## src/hdl/rrtt_pkg.sv

```systemverilog
package rrtt_pkg;

    // Table geometry
    localparam int SLOTS     = 16;
    localparam int SLOT_BITS = $clog2(SLOTS);
    localparam int ID_BITS   = 16;

    // Request kinds
    localparam logic [1:0] FN_CREATE = 2'd0;
    localparam logic [1:0] FN_YIELD  = 2'd1;
    localparam logic [1:0] FN_EXIT   = 2'd2;
    localparam logic [1:0] FN_JOIN   = 2'd3;

    // Result status codes
    localparam logic [2:0] ST_OK        = 3'd0;
    localparam logic [2:0] ST_NO_FREE   = 3'd1;
    localparam logic [2:0] ST_NOT_FOUND = 3'd2;
    localparam logic [2:0] ST_PENDING   = 3'd3;
    localparam logic [2:0] ST_NO_RUN    = 3'd4;

    // Slot states
    localparam logic [1:0] SL_FREE     = 2'd0;
    localparam logic [1:0] SL_RUNNABLE = 2'd1;
    localparam logic [1:0] SL_RUNNING  = 2'd2;
    localparam logic [1:0] SL_ZOMBIE   = 2'd3;

    typedef struct packed {
        logic [1:0]  func;
        logic [15:0] target_id;
    } t_cmd;

    typedef struct packed {
        logic [2:0]  status;
        logic [15:0] thread_id;
        logic [3:0]  slot;
        logic [3:0]  prev_slot;
    } t_result;

endpackage

```

## src/hdl/round_robin_thread_table.sv

```systemverilog
// A request accepted while idle is compared against one slot table entry at a time until a
//   match or the end of the scan; the result strobe (o_done) is registered from that step.
// Busy stays high while a single compare unit walks the slot table one entry per cycle; a
//   new request is not taken during a scan, but the next one is taken in the result cycle.
// Reset (synchronous, active low): slot 0 running with id 1, other slots free, id counter 2.
// Results are shown for one cycle only; the receiver cannot stall them.
module round_robin_thread_table
    import rrtt_pkg::*;
(
    input  logic    i_clk,
    input  logic    i_rst_n,
    input  logic    start,
    output logic    busy,
    input  t_cmd    i_cmd,
    output logic    o_done,
    output t_result o_result
);

    localparam logic            FSM_IDLE = 1'b0;
    localparam logic            FSM_SCAN = 1'b1;
    localparam logic [SLOT_BITS:0]   SLOTS_W   = (SLOT_BITS + 1)'(SLOTS);
    localparam logic [SLOT_BITS-1:0] SCAN_LAST = SLOT_BITS'(SLOTS - 1);

    logic                  r_fsm;
    logic [1:0]            r_state [SLOTS];
    logic [ID_BITS-1:0]    r_id    [SLOTS];
    logic [SLOT_BITS-1:0]  r_cur;
    logic [ID_BITS-1:0]    r_ctr;
    logic [1:0]            r_func;
    logic [15:0]           r_target;
    logic [SLOT_BITS-1:0]  r_base;
    logic [SLOT_BITS-1:0]  r_cnt;
    logic                  r_cur_run;
    logic [ID_BITS-1:0]    r_cur_id;
    logic                  r_done;
    t_result               r_res;

    logic                  w_accept;
    logic [SLOT_BITS:0]    w_sum;
    logic [SLOT_BITS-1:0]  w_idx;
    logic [1:0]            w_st;
    logic [ID_BITS-1:0]    w_id;
    logic                  w_hit;
    logic [ID_BITS-1:0]    n_ctr;
    logic [SLOTS-1:0]      w_running;

    assign w_accept = start && !busy;
    assign busy     = (r_fsm == FSM_SCAN);
    assign o_done   = r_done;
    assign o_result = r_res;

    // Scan index: base plus offset, wrapped into the table
    always_comb begin
        w_sum = {1'b0, r_base} + {1'b0, r_cnt};
        if (w_sum >= SLOTS_W) begin
            w_idx = SLOT_BITS'(w_sum - SLOTS_W);
        end else begin
            w_idx = SLOT_BITS'(w_sum);
        end
        w_st = r_state[w_idx];
        w_id = r_id[w_idx];
    end

    // Shared compare unit: match condition per request kind
    always_comb begin
        unique case (r_func) inside
            FN_CREATE:        w_hit = (w_st == SL_FREE);
            FN_YIELD, FN_EXIT: w_hit = (w_st == SL_RUNNABLE);
            FN_JOIN:          w_hit = (w_st != SL_FREE) && (32'(w_id) == 32'(r_target));
            default:          w_hit = 1'b0;
        endcase
    end

    // Next id: advance, wrap, skip zero
    always_comb begin
        n_ctr = r_ctr + ID_BITS'(1);
        if (n_ctr == '0) begin
            n_ctr = ID_BITS'(1);
        end
    end

    // Sequencer and slot table
    always_ff @(posedge i_clk) begin
        if (!i_rst_n) begin
            r_fsm  <= FSM_IDLE;
            r_done <= 1'b0;
            r_cur  <= '0;
            r_ctr  <= ID_BITS'(2);
            for (int k = 0; k < SLOTS; k++) begin
                r_state[k] <= (k == 0) ? SL_RUNNING : SL_FREE;
                r_id[k]    <= (k == 0) ? ID_BITS'(1) : '0;
            end
        end else begin
            r_done <= 1'b0;
            unique case (r_fsm)
                FSM_IDLE: begin
                    if (w_accept) begin
                        r_func    <= i_cmd.func;
                        r_target  <= i_cmd.target_id;
                        r_cur_id  <= r_id[r_cur];
                        // Exit leaves no running slot behind to demote
                        r_cur_run <= (r_state[r_cur] == SL_RUNNING) &&
                                     (i_cmd.func != FN_EXIT);
                        r_fsm     <= FSM_SCAN;
                        if (i_cmd.func == FN_CREATE || i_cmd.func == FN_JOIN) begin
                            r_base <= '0;
                            r_cnt  <= '0;
                        end else begin
                            r_base <= r_cur;
                            r_cnt  <= SLOT_BITS'(1);
                        end
                        // Exit: retire the current slot before the switch
                        if (i_cmd.func == FN_EXIT) begin
                            r_state[r_cur] <= SL_ZOMBIE;
                        end
                    end
                end
                FSM_SCAN: begin
                    if (w_hit) begin
                        r_fsm  <= FSM_IDLE;
                        r_done <= 1'b1;
                        unique case (r_func) inside
                            FN_CREATE: begin
                                r_state[w_idx] <= SL_RUNNABLE;
                                r_id[w_idx]    <= r_ctr;
                                r_ctr          <= n_ctr;
                                r_res <= '{status: ST_OK, thread_id: 16'(r_ctr),
                                           slot: 4'(w_idx), prev_slot: 4'd0};
                            end
                            FN_YIELD, FN_EXIT: begin
                                if (r_cur_run) begin
                                    r_state[r_cur] <= SL_RUNNABLE;
                                end
                                r_state[w_idx] <= SL_RUNNING;
                                r_cur          <= w_idx;
                                r_res <= '{status: ST_OK, thread_id: 16'(w_id),
                                           slot: 4'(w_idx), prev_slot: 4'(r_cur)};
                            end
                            default: begin
                                if (w_st == SL_ZOMBIE) begin
                                    r_state[w_idx] <= SL_FREE;
                                    r_id[w_idx]    <= '0;
                                    r_res <= '{status: ST_OK, thread_id: r_target,
                                               slot: 4'(w_idx), prev_slot: 4'd0};
                                end else begin
                                    r_res <= '{status: ST_PENDING, thread_id: r_target,
                                               slot: 4'(w_idx), prev_slot: 4'd0};
                                end
                            end
                        endcase
                    end else if (r_cnt == SCAN_LAST) begin
                        // Table exhausted: report the miss
                        r_fsm  <= FSM_IDLE;
                        r_done <= 1'b1;
                        unique case (r_func) inside
                            FN_CREATE: begin
                                r_res <= '{status: ST_NO_FREE, thread_id: 16'd0,
                                           slot: 4'd0, prev_slot: 4'd0};
                            end
                            FN_YIELD, FN_EXIT: begin
                                r_res <= '{status: ST_NO_RUN, thread_id: 16'(r_cur_id),
                                           slot: 4'(r_cur), prev_slot: 4'(r_cur)};
                            end
                            default: begin
                                r_res <= '{status: ST_NOT_FOUND, thread_id: r_target,
                                           slot: 4'd0, prev_slot: 4'd0};
                            end
                        endcase
                    end else begin
                        r_cnt <= r_cnt + SLOT_BITS'(1);
                    end
                end
                default: r_fsm <= FSM_IDLE;
            endcase
        end
    end

    // Running-slot map for checks
    always_comb begin
        for (int k = 0; k < SLOTS; k++) begin
            w_running[k] = (r_state[k] == SL_RUNNING);
        end
    end

    // At most one slot is ever running
    a_one_running: assert property (@(posedge i_clk) disable iff (!i_rst_n)
        $onehot0(w_running))
        else $error("more than one running slot");

    // A result beat only ends a scan
    a_done_after_scan: assert property (@(posedge i_clk) disable iff (!i_rst_n)
        o_done |-> !busy && $past(busy))
        else $error("result beat without a scan");

    // An accepted request always starts a scan
    a_accept_scan: assert property (@(posedge i_clk) disable iff (!i_rst_n)
        w_accept |=> busy)
        else $error("accepted request did not start a scan");

    // Status stays within defined codes
    a_status_range: assert property (@(posedge i_clk) disable iff (!i_rst_n)
        o_done |-> o_result.status <= ST_NO_RUN)
        else $error("undefined status code");

    // Id counter never holds zero
    a_ctr_nonzero: assert property (@(posedge i_clk) disable iff (!i_rst_n)
        r_ctr != '0)
        else $error("id counter reached zero");

endmodule

```

## config.mk

```make
export PLATFORM = sky130hd
export DESIGN_NAME = round_robin_thread_table
export DESIGN_NICKNAME = d
export VERILOG_FILES = /design/src/hdl/rrtt_pkg.sv /design/src/hdl/round_robin_thread_table.sv
export SDC_FILE = /design/constraint.sdc
export NUM_CORES = 1
export LEC_CHECK = 0
export ABC_AREA = 1
export BUFFER_PORTS_ARGS = -buffer_cell sky130_fd_sc_hd__buf_2
export CAP_MARGIN = 40
export CELL_PAD_IN_SITES_DETAIL_PLACEMENT = 0
export CELL_PAD_IN_SITES_GLOBAL_PLACEMENT = 1
export CORE_ASPECT_RATIO = 1.75
export CORE_UTILIZATION = 40
export CTS_CLUSTER_SIZE = 12
export DETAILED_ROUTE_END_ITERATION = 10
export PLACE_DENSITY = 0.7
export SLEW_MARGIN = 25
export SYNTH_ARGS = -nofsm -noshare
export SYNTH_HDL_FRONTEND = slang
export SYNTH_SLANG_ARGS = --single-unit
```

## constraint.sdc

```tcl
create_clock -name i_clk -period 7.3 [get_ports i_clk]
set_input_delay 1.095 -clock i_clk [delete_from_list [all_inputs] [get_ports i_clk]]
set_output_delay 1.095 -clock i_clk [all_outputs]
set_load 0.05 [all_outputs]
```

==> results of run 1 <==
layer usage:
metal	vias up	GRT usage	wire, microns
met2	802	0.5386	39550
met5	-	0	13
met3	254	0.04223	5008
li1	8296	-	-
met4	2	0.1930	5180
met1	8565	0.3282	28100
cell families (layout without fill, tap and decap cells):
logic type | Yosys count | count (layout) | synth area share
simple gates | 1404 | 1404 | 0.2703
buf+inv | 392 | 441 | 0.07572
flops | 384 | 384 | 0.5448
compound gates | 289 | 289 | 0.09592
xor+xnor | 15 | 15 | 0.006350
fa+ha+maj | 10 | 10 | 0.006411
mux | 1 | 1 | 0.0004839
cell usage in the layout (no fill, tap or decap), drive strengths merged:
cell and count:
a2111o 4, a211o 1, a211oi 1, a21boi 4, a21oi 39, a22oi 109, a311oi 1, and3 1
buf 136, clkbuf 63, clkinv 5, dfxtp 26, edfxtp 358, fa 1, ha 9, inv 237
mux2i 1, nand2 744, nand3 121, nand3b 7, nand4 30, nor2 488, nor3 8, nor3b 1
nor4 3, o211ai 3, o21ai 65, o21bai 4, o221ai 38, o22ai 6, o311ai 14, or2 1
xnor2 4, xor2 11
worst reg2reg max path, cell delays in order (launching register included):
cell,delay [ps]
edfxtp_1,470
ha_4,210
fa_2,640
inv_2,150
buf_4,500
nand2_1,140
nand2_1,80
nand2_1,70
nand3_1,240
nand2_1,160
nand2_1,190
nand2_1,70
nor2_1,200
nand2_1,80
nor2_1,180
nand3_1,120
nand2_2,410
nand4_1,170
buf_4,190
nand2_2,490
nand2_1,200
nand2_1,570
flip-flops by register name, indices dropped and copies added (netlist names), 2 cells and up, named ones only:
| register | cells |
|---|---|
| r_cnt | 4 |
| r_target | 16 |
| o_result | 27 |
| r_func | 2 |
| r_base | 4 |
| r_id | 256 |
| r_state | 32 |
| r_cur_id | 16 |
| r_ctr | 16 |
| r_cur | 4 |
layout make-up:
class                      instances  area, sq um
sequential                       384        11270
tap                              666        833.3
inverter                         238        893.4
clock inverter                     4        35.03
fill                            4991        27630
clock buffer                      63         1201
timing repair buffer             136        937.1
multi-input combinational       1719         7929
report_power, final:
group	switching [mW]	internal, mW	total (mW)
combinational	0.912	0.325	1.24
clock	0.875	1.13	2.00
sequential	0.0639	2.50	2.57
total	1.85	3.95	5.80
final timing paths:
| kind | endpoint | slack, ps | cells after the start |
|---|---|---|---|
| worst min-delay path | r_ctr[13] | 520 | 2 |
| worst min register to register | r_ctr[13] | 520 | 2 |
| worst max register to register | r_id[3][15] | 1400 | 21 |
| worst max-delay path | r_id[3][15] | 1400 | 21 |
through the flow:
step / hold slack [ps] / instance area (sq um)
after global placement: 496.1 / 21790
final: 524.1 / 23100
after global routing: 564.5 / 23100
after CTS: 525.7 / 23070
after detailed placement: 510.5 / 21840
after floorplan: 467.3 / 20690
==> flow_summary.yaml, run 1 <==
placed_design:
  dp_cells: 3141
  place_ws_ps: 1393
  gp_congestion: 0.9372
  hpwl_mm: 55.36
  portBuffers: 49
detailed_routing:
  dr.pass1.iters: 6
  vias: 17919
  route.detailed.drc: 0
  ant_nets: 0
  routed_wl_mm: 77.84
  drtIter0Drc: 1849
  wire_per_inst_microns: 24.25
  via_per_inst: 5.582
yosys:
  yosysMostFrequentCell: "nand2_1"
  avgSynthCellArea_sq_um: 8.292
  synth_edf_count: 358
  synth_seq_area_share: 0.5448
  yosys_register_bits: 384
  synth_nets: 2526
  synthTopCellsByArea: "edfxtp_1 (52%), nand2_1 (13%), nor2_1 (8.8%)"
  synth_top_flop_cell: "edfxtp_1"
  synthArstFlopShare: 0
  syn_area_sq_um: 20690
  synth_cell_types: 41
  synth_top_area_share: 0.5197
  yosys-top-cells-count: "nand2_1 (732), nor2_1 (487), edfxtp_1 (358), inv_1 (236), nand3_1 (120)"
  yosysTopAreaCell: "edfxtp_1"
  netlist_instances: 2495
  yosysWarnings: 0
clocking:
  clock_path_buffers: 3
  ctsResizeCount: 0
  cts_tree: "built"
  cts-htree-levels: 2
  postCtsHoldBufs: 0
  clock_sinks: 384
  cts_buffers: 40
  clkSlewWorstSetupHoldPaths_ps: 60
  root_buffer: "clkbuf_16"
  post_cts_buffers: 0
  clock_latency_ps: 570
final_layout:
  n_antenna_cell: 0
  drive_gt1_frac: 0.08569
  nets: 2550
  final_cells: 3210
  syn_to_final_growth_pct: 11.66
  fin_util: 0.4553
floorplan:
  chipWidth_microns: 173.9
  rows: 109
  die_h_microns: 302.8
  core_area_sq_um: 50730
  fp.dieArea_sq_um: 52670
  start_util: 0.4078
  ios: 50
worst_setup_path:
  cp_max_fo: 41
  crit_start: "r_cnt[0]"
  cp_common_cell: "nand2_1"
  cp.arrival_ps: 6090
  crit_buf_inv: 3
  path_cells: "ha_4 > fa_2 > inv_2 > buf_4 > nand2_1 > nand2_1 > nand2_1 > nand3_1 > nand2_1 > nand2_1 > nand2_1 > nor2_1 > nand2_1 > nor2_1 > nand3_1 > nand2_2 > nand4_1 > buf_4 > nand2_2 > nand2_1 > nand2_1"
  path_class: "flip-flop to flip-flop"
  endpoint_kind: "flip-flop"
  crit_required_ps: 7490
  r2r_start: "r_cnt[0]"
  slowest_stage: "fa_2"
  critical_path.max_stage_delay_ps: 640
  cp_top_family: "simple AND/OR/NAND/NOR gates"
  startpoint_type: "flip-flop"
global_routing:
  antenna_found_initial: 1
  grt_max_degree: 67
  grt_pass1_vias: 17997
  grtUsageTotal: 0.2987
  grt-ovfl-total: 0
  grt_pass1_wl_mm: 115.4
flow_run:
  max_cap_violations: 0
sta:
  tightest_slew_ps: 869.9
  final_max_slew_viol_count: 0
  max_freq_ghz: 0.1695
  finalSetupViolations: 0
  rsz0062_at_grt: "no"
  setup_tns_ps: 0
  setup_slack_ps: 1399
  period_share: 0.8084
  max_slew_margin: 0.4194
  finalHoldViolations: 0
  finClkSkew_ps: 14.34
  min_period_ps: 5901
power_and_ir_drop:
  vdd_ir_drop_max_mv: 0.1384
  finalPower_mw: 5.804
  leakage_nw: 9.379
  powerDensity_nw_per_um2: 251.3
run_status:
  outcome: "finished clean"
worst_hold_path:
  worstHoldStart: "r_ctr[13]"
  hold_path.class: "flip-flop to flip-flop"
Note: power is estimated with default switching activity, not from simulation.
==> run 2: changes to the inputs <==
clock period = 5.9 ns   (was 7.3 ns; I/O delays follow)
==> run 2 against run 1 <==
  * Clock-buffer cell count shrank 8
  * Worst setup slack lost 680 ps
  * Final area increased by 0.23%
  * Maximum frequency grew 14%
  * Utilization grew 0.11 points
==> flow_summary.yaml, run 2 (same netlist as run 1, synthesis figures left out) <==
final_layout:
  final_common_cell: "nand2_1"
  regArea_sq_um: 11270
  reg_top3: "r_id x256, r_state x32, o_result x27"
  syn_to_final_growth_pct: 11.92
  design_area_sq_um: 23150
  drive_gt1_frac: 0.08552
  layout_common_cells: "nand2_1 (731), nor2_1 (482), edfxtp_1 (358), inv_1 (235), nand3_1 (120)"
  largest_register: "r_id"
  fill_cells: 5021
  n_antenna_cell: 0
  multi_input_area_sq_um: 7933
  largest_reg_flops: 256
  nets: 2556
sta:
  setup_tns_ps: 0
  rsz0062_at_grt: "no"
  min_period_ps: 5183
  finalHoldViolations: 0
  fin_hold_ws_ps: 501.0
  tightest_slew_ps: 794.0
  finClkSkew_ps: 20.76
  max_slew_margin: 0.4694
  period_share: 0.8785
  final_max_slew_viol_count: 0
  max_freq_ghz: 0.1929
  finalSetupViolations: 0
worst_setup_path:
  startpoint_type: "flip-flop"
  slowest_stage: "fa_2"
  r2r_cells: 20
  crit_required_ps: 6160
  critical_path.max_stage_delay_ps: 670
  cp.depth: 20
  path_cells: "ha_4 > fa_2 > inv_2 > nand2_2 > buf_4 > clkinv_1 > nand2_1 > nand4_1 > nor2_1 > o21ai_0 > nand2_1 > nand2_1 > o21ai_0 > nand3_1 > nand2_2 > nand4_1 > nand2_2 > nand2_1 > nand2_1 > buf_4"
  cp_common_cell: "nand2_1"
  cp_top_family: "simple AND/OR/NAND/NOR gates"
  endpoint_kind: "flip-flop"
  r2r_setup_slack_ps: 720
  crit_buf_inv: 4
  cp.arrival_ps: 5440
  path_class: "flip-flop to flip-flop"
  cp_max_fo: 17
detailed_routing:
  dr.pass1.iters: 6
  route.detailed.drc: 0
  top_layer: "met5"
  ant_nets: 0
  wl_met1_mm: 27.70
  route.met3.wl_mm: 5.143
  wl_met2_mm: 40.33
  routed_wl_mm: 77.96
  vias: 18002
  via_per_inst: 5.599
  wire_per_inst_microns: 24.25
  drtIter0Drc: 1878
global_routing:
  grt_pass1_vias: 17904
  grt-ovfl-total: 0
  antenna_found_initial: 1
  grtUsageTotal: 0.2991
  grt_max_degree: 69
  grt_pass1_wl_mm: 115.8
worst_hold_path:
  hold_path.class: "input port to flip-flop"
  hold_depth: 1
floorplan:
  ios: 50
  start_util: 0.4078
  die_h_microns: 302.8
  fp.dieArea_sq_um: 52670
  rows: 109
  chipWidth_microns: 173.9
  core_area_sq_um: 50730
clocking:
  clock_path_buffers: 3
  cts_tree: "built"
  post_cts_buffers: 0
  clock_sinks: 384
  root_buffer: "clkbuf_16"
  clock_latency_ps: 560
  clkSlewWorstSetupHoldPaths_ps: 60
  ctsResizeCount: 0
  postCtsHoldBufs: 0
  cts_buffers: 40
  cts-htree-levels: 2
placed_design:
  placed_area_sq_um: 21930
  portBuffers: 49
  gp_congestion: 0.9276
  hpwl_mm: 55.00
power_and_ir_drop:
  powerDensity_nw_per_um2: 310.4
  leakage_nw: 9.405
  finalPower_mw: 7.187
  vdd_ir_drop_max_mv: 0.1704
flow_run:
  max_cap_violations: 0
run_status:
  outcome: "finished clean"
## run 2: cell count changes in the layout (fill, tap and decap cells not counted), sizes merged
cell    delta
buf        +6
bufinv     +2
clkbuf     -8
clkinv     +5
## run 2: final timing paths
check / end / startpoint
setup reg to reg: r_id[2][12] / r_cnt[0]
setup / recovery: r_id[2][12] / r_cnt[0]
hold / removal: r_target[15] / i_cmd[15]
hold reg to reg: o_result[21] / r_cur_id[13]
## run 2: metal layers
metal | vias to the layer above | track usage
met5 | - | 0
met4 | 2 | 0.1631
met3 | 247 | 0.03622
met2 | 821 | 0.5523
met1 | 8630 | 0.3331
li1 | 8302 | -
## run 2: worst register-to-register path: cells and delay by family, from the launching register on
kind,cells,cell delay (ps)
compound gates,2,230
fa+ha+maj,2,880
buf+inv,4,990
flops,1,480
simple gates,12,2320
## run 2: per-stage QoR
stage,setup WS (ps),utilization,instances
6_report,717.1,0.4564,3215
5_1_grt,388.1,0.4564,3215
4_1_cts,756.6,0.4564,3215
3_5_place_dp,758.4,0.4324,3149
3_3_place_gp,726.3,0.4316,3146
2_1_floorplan,704.1,-,2495
## run 2: report_power, final
| part | internal, mW | switching [mW] | leakage, nW |
|---|---|---|---|
| Combinational | 0.416 | 1.13 | 4.99 |
| Clock | 1.39 | 1.08 | 0.591 |
| Sequential | 3.10 | 0.0799 | 3.82 |
## run 2: layout make-up
class	instances	area share
Clock inverter	11	0.004701
Multi-Input combinational cell	1719	0.3426
Timing Repair Buffer	142	0.04339
Tap cell	666	0.03599
Clock buffer	55	0.04793
Sequential cell	384	0.4868
Inverter	238	0.03858
==> run 3: changes to the inputs <==
RECOVER_POWER = 50   (was unset)
==> run 3 against run 2 <==
  * The run now ends with max-capacitance violations, max-slew violations left
  * Maximum frequency fell by 4.6%
  * Clock skew about the same
  * Global-route usage unchanged
  * Sequential share of layout area rose by 0.28 points
  * Sequential power barely moved
  * Clock power about the same
  * Power down 0.17%
  * Register-to-register slack worse by 250 ps
  * Utilization decreased by 0.26 points
  * Largest cell class unchanged
  * Largest power group unchanged
==> flow_summary.yaml, run 3 (same netlist as run 1, synthesis figures left out) <==
placed_design:
  portBuffers: 49
  gp_congestion: 0.9276
  hpwl_mm: 55.00
detailed_routing:
  wire_per_inst_microns: 24.26
  route.detailed.drc: 0
  via_per_inst: 5.596
  ant_nets: 0
  vias: 17991
  routed_wl_mm: 78.01
  drtIter0Drc: 1928
  dr.pass1.iters: 6
worst_setup_path:
  slowest_stage: "clkbuf_1"
  crit_end: "r_id[5][0]"
  startpoint_type: "flip-flop"
  endpoint_kind: "flip-flop"
  cp_max_fo: 17
  r2r_setup_slack_ps: 460
  crit_required_ps: 6160
  path_class: "flip-flop to flip-flop"
  crit_start: "r_cnt[0]"
  path_cells: "ha_4 > fa_1 > inv_2 > nand2_1 > buf_4 > clkinv_1 > nand2_1 > nand4_1 > nor2_1 > o21ai_0 > nand2_1 > inv_1 > nor2_1 > nor2_1 > nand3_1 > nand2_2 > nand4_1 > nand2_2 > nand2_1 > clkbuf_1 > nor2_1"
  critical_path.max_stage_delay_ps: 790
  cp.arrival_ps: 5700
  r2r_start: "r_cnt[0]"
  r2r-end: "r_id[5][0]"
  r2r_cells: 21
sta:
  period_share: 0.9212
  setup_tns_ps: 0
  min_period_ps: 5435
  finClkSkew_ps: 20.61
  finalSetupViolations: 0
  tightest_slew_ps: 2847
  max_slew_margin: -0.8981
  finalHoldViolations: 0
  rsz0062_at_grt: "no"
  max_freq_ghz: 0.1840
  final_max_slew_viol_count: 114
floorplan:
  start_util: 0.4078
  chipWidth_microns: 173.9
  fp.dieArea_sq_um: 52670
  die_h_microns: 302.8
  rows: 109
  ios: 50
  core_area_sq_um: 50730
global_routing:
  grt_pass1_vias: 17904
  grt_max_degree: 69
  antenna_found_initial: 1
  grtUsageTotal: 0.2991
  grt_pass1_wl_mm: 115.8
  grt-ovfl-total: 0
power_and_ir_drop:
  vdd_ir_drop_max_mv: 0.1703
  leakage_nw: 9.271
  powerDensity_nw_per_um2: 311.7
clocking:
  root_buffer: "clkbuf_16"
  clock_path_buffers: 3
  clkSlewWorstSetupHoldPaths_ps: 60
  post_cts_buffers: 0
  cts-htree-levels: 2
  cts_buffers: 40
  ctsResizeCount: 0
  cts_tree: "built"
  clock_latency_ps: 560
  clock_sinks: 384
  postCtsHoldBufs: 0
final_layout:
  largest_register: "r_id"
  layout_common_cells: "nand2_1 (737), nor2_1 (482), edfxtp_1 (358), inv_1 (235), nand3_1 (120)"
  n_antenna_cell: 0
  fin_util: 0.4537
  largest_reg_flops: 256
  final_common_cell: "nand2_1"
  drive_gt1_frac: 0.06591
  reg_top3: "r_id x256, r_state x32, o_result x27"
  nets: 2556
  syn_to_final_growth_pct: 11.27
run_status:
  violations: "max-capacitance violations, max-slew violations"
  outcome: "complete, but fails checks"
worst_hold_path:
  hold_path.class: "input port to flip-flop"
flow_run:
  max_cap_violations: 3
## run 3: cell count changes in the layout (fill, tap and decap cells not counted), sizes merged
cell,delta
buf,-53
clkbuf,+53
## run 3: worst min-delay path by stage
stage	startpoint	end	depth (start not counted)
after detailed placement	r_cur_id[13]	o_result[21]	2
final	i_cmd[15]	r_target[15]	1
after global routing	i_cmd[7]	r_target[7]	1
after global placement	r_cur_id[12]	o_result[20]	2
after floorplan	r_ctr[13]	r_ctr[13]	2
after CTS	i_cmd[7]	r_target[7]	1
## run 3: layer usage
| layer | track usage | up-vias | part of all wire | wire, microns |
|---|---|---|---|---|
| li1 | - | 8301 | - | - |
| met1 | 0.3331 | 8639 | 0.36 | 27890 |
| met2 | 0.5523 | 814 | 0.52 | 40610 |
| met3 | 0.03622 | 235 | 0.063 | 4944 |
| met4 | 0.1631 | 2 | 0.058 | 4551 |
| met5 | 0 | - | 0.00015 | 12 |
## run 3: per-stage QoR
stage / power, mW / std cells / setup slack (ps) / hold WS, ps / area (sq um)
after floorplan: 4.141 / 2495 / 704.1 / 467.3 / 20690
after global placement: 4.750 / 3146 / 726.3 / 501.0 / 21890
after detailed placement: 4.751 / 3149 / 758.4 / 507.3 / 21930
after CTS: 7.197 / 3215 / 756.6 / 487.1 / 23150
after global routing: 7.441 / 3215 / 201.6 / 491.4 / 23020
final: 7.175 / 3215 / 464.7 / 501.1 / 23020
## run 3: power breakdown
part | total, mW | switching (mW) | internal, mW
combinational | 1.53 | 1.12 | 0.410
clock | 2.46 | 1.07 | 1.39
sequential | 3.18 | 0.0800 | 3.10
## run 3: critical path, delay by kind of cell (launching register included)
kind                       cells  cell delay (ps)
AOI/OAI and AO/OA              1              130
adders and majority gates      2              960
buffers and inverters          5             1600
DFF                            1              480
and+or+nand+nor               13             1950
## run 3: cell type report
cell class	count	area, sq um
inverters	238	893.4
well taps	666	833.3
repair buffers	142	899.6
clock inverters	11	108.9
fillers	5065	27710
multi-input cells	1719	7904
clock buffers	55	1110
flip-flops and latches	384	11270
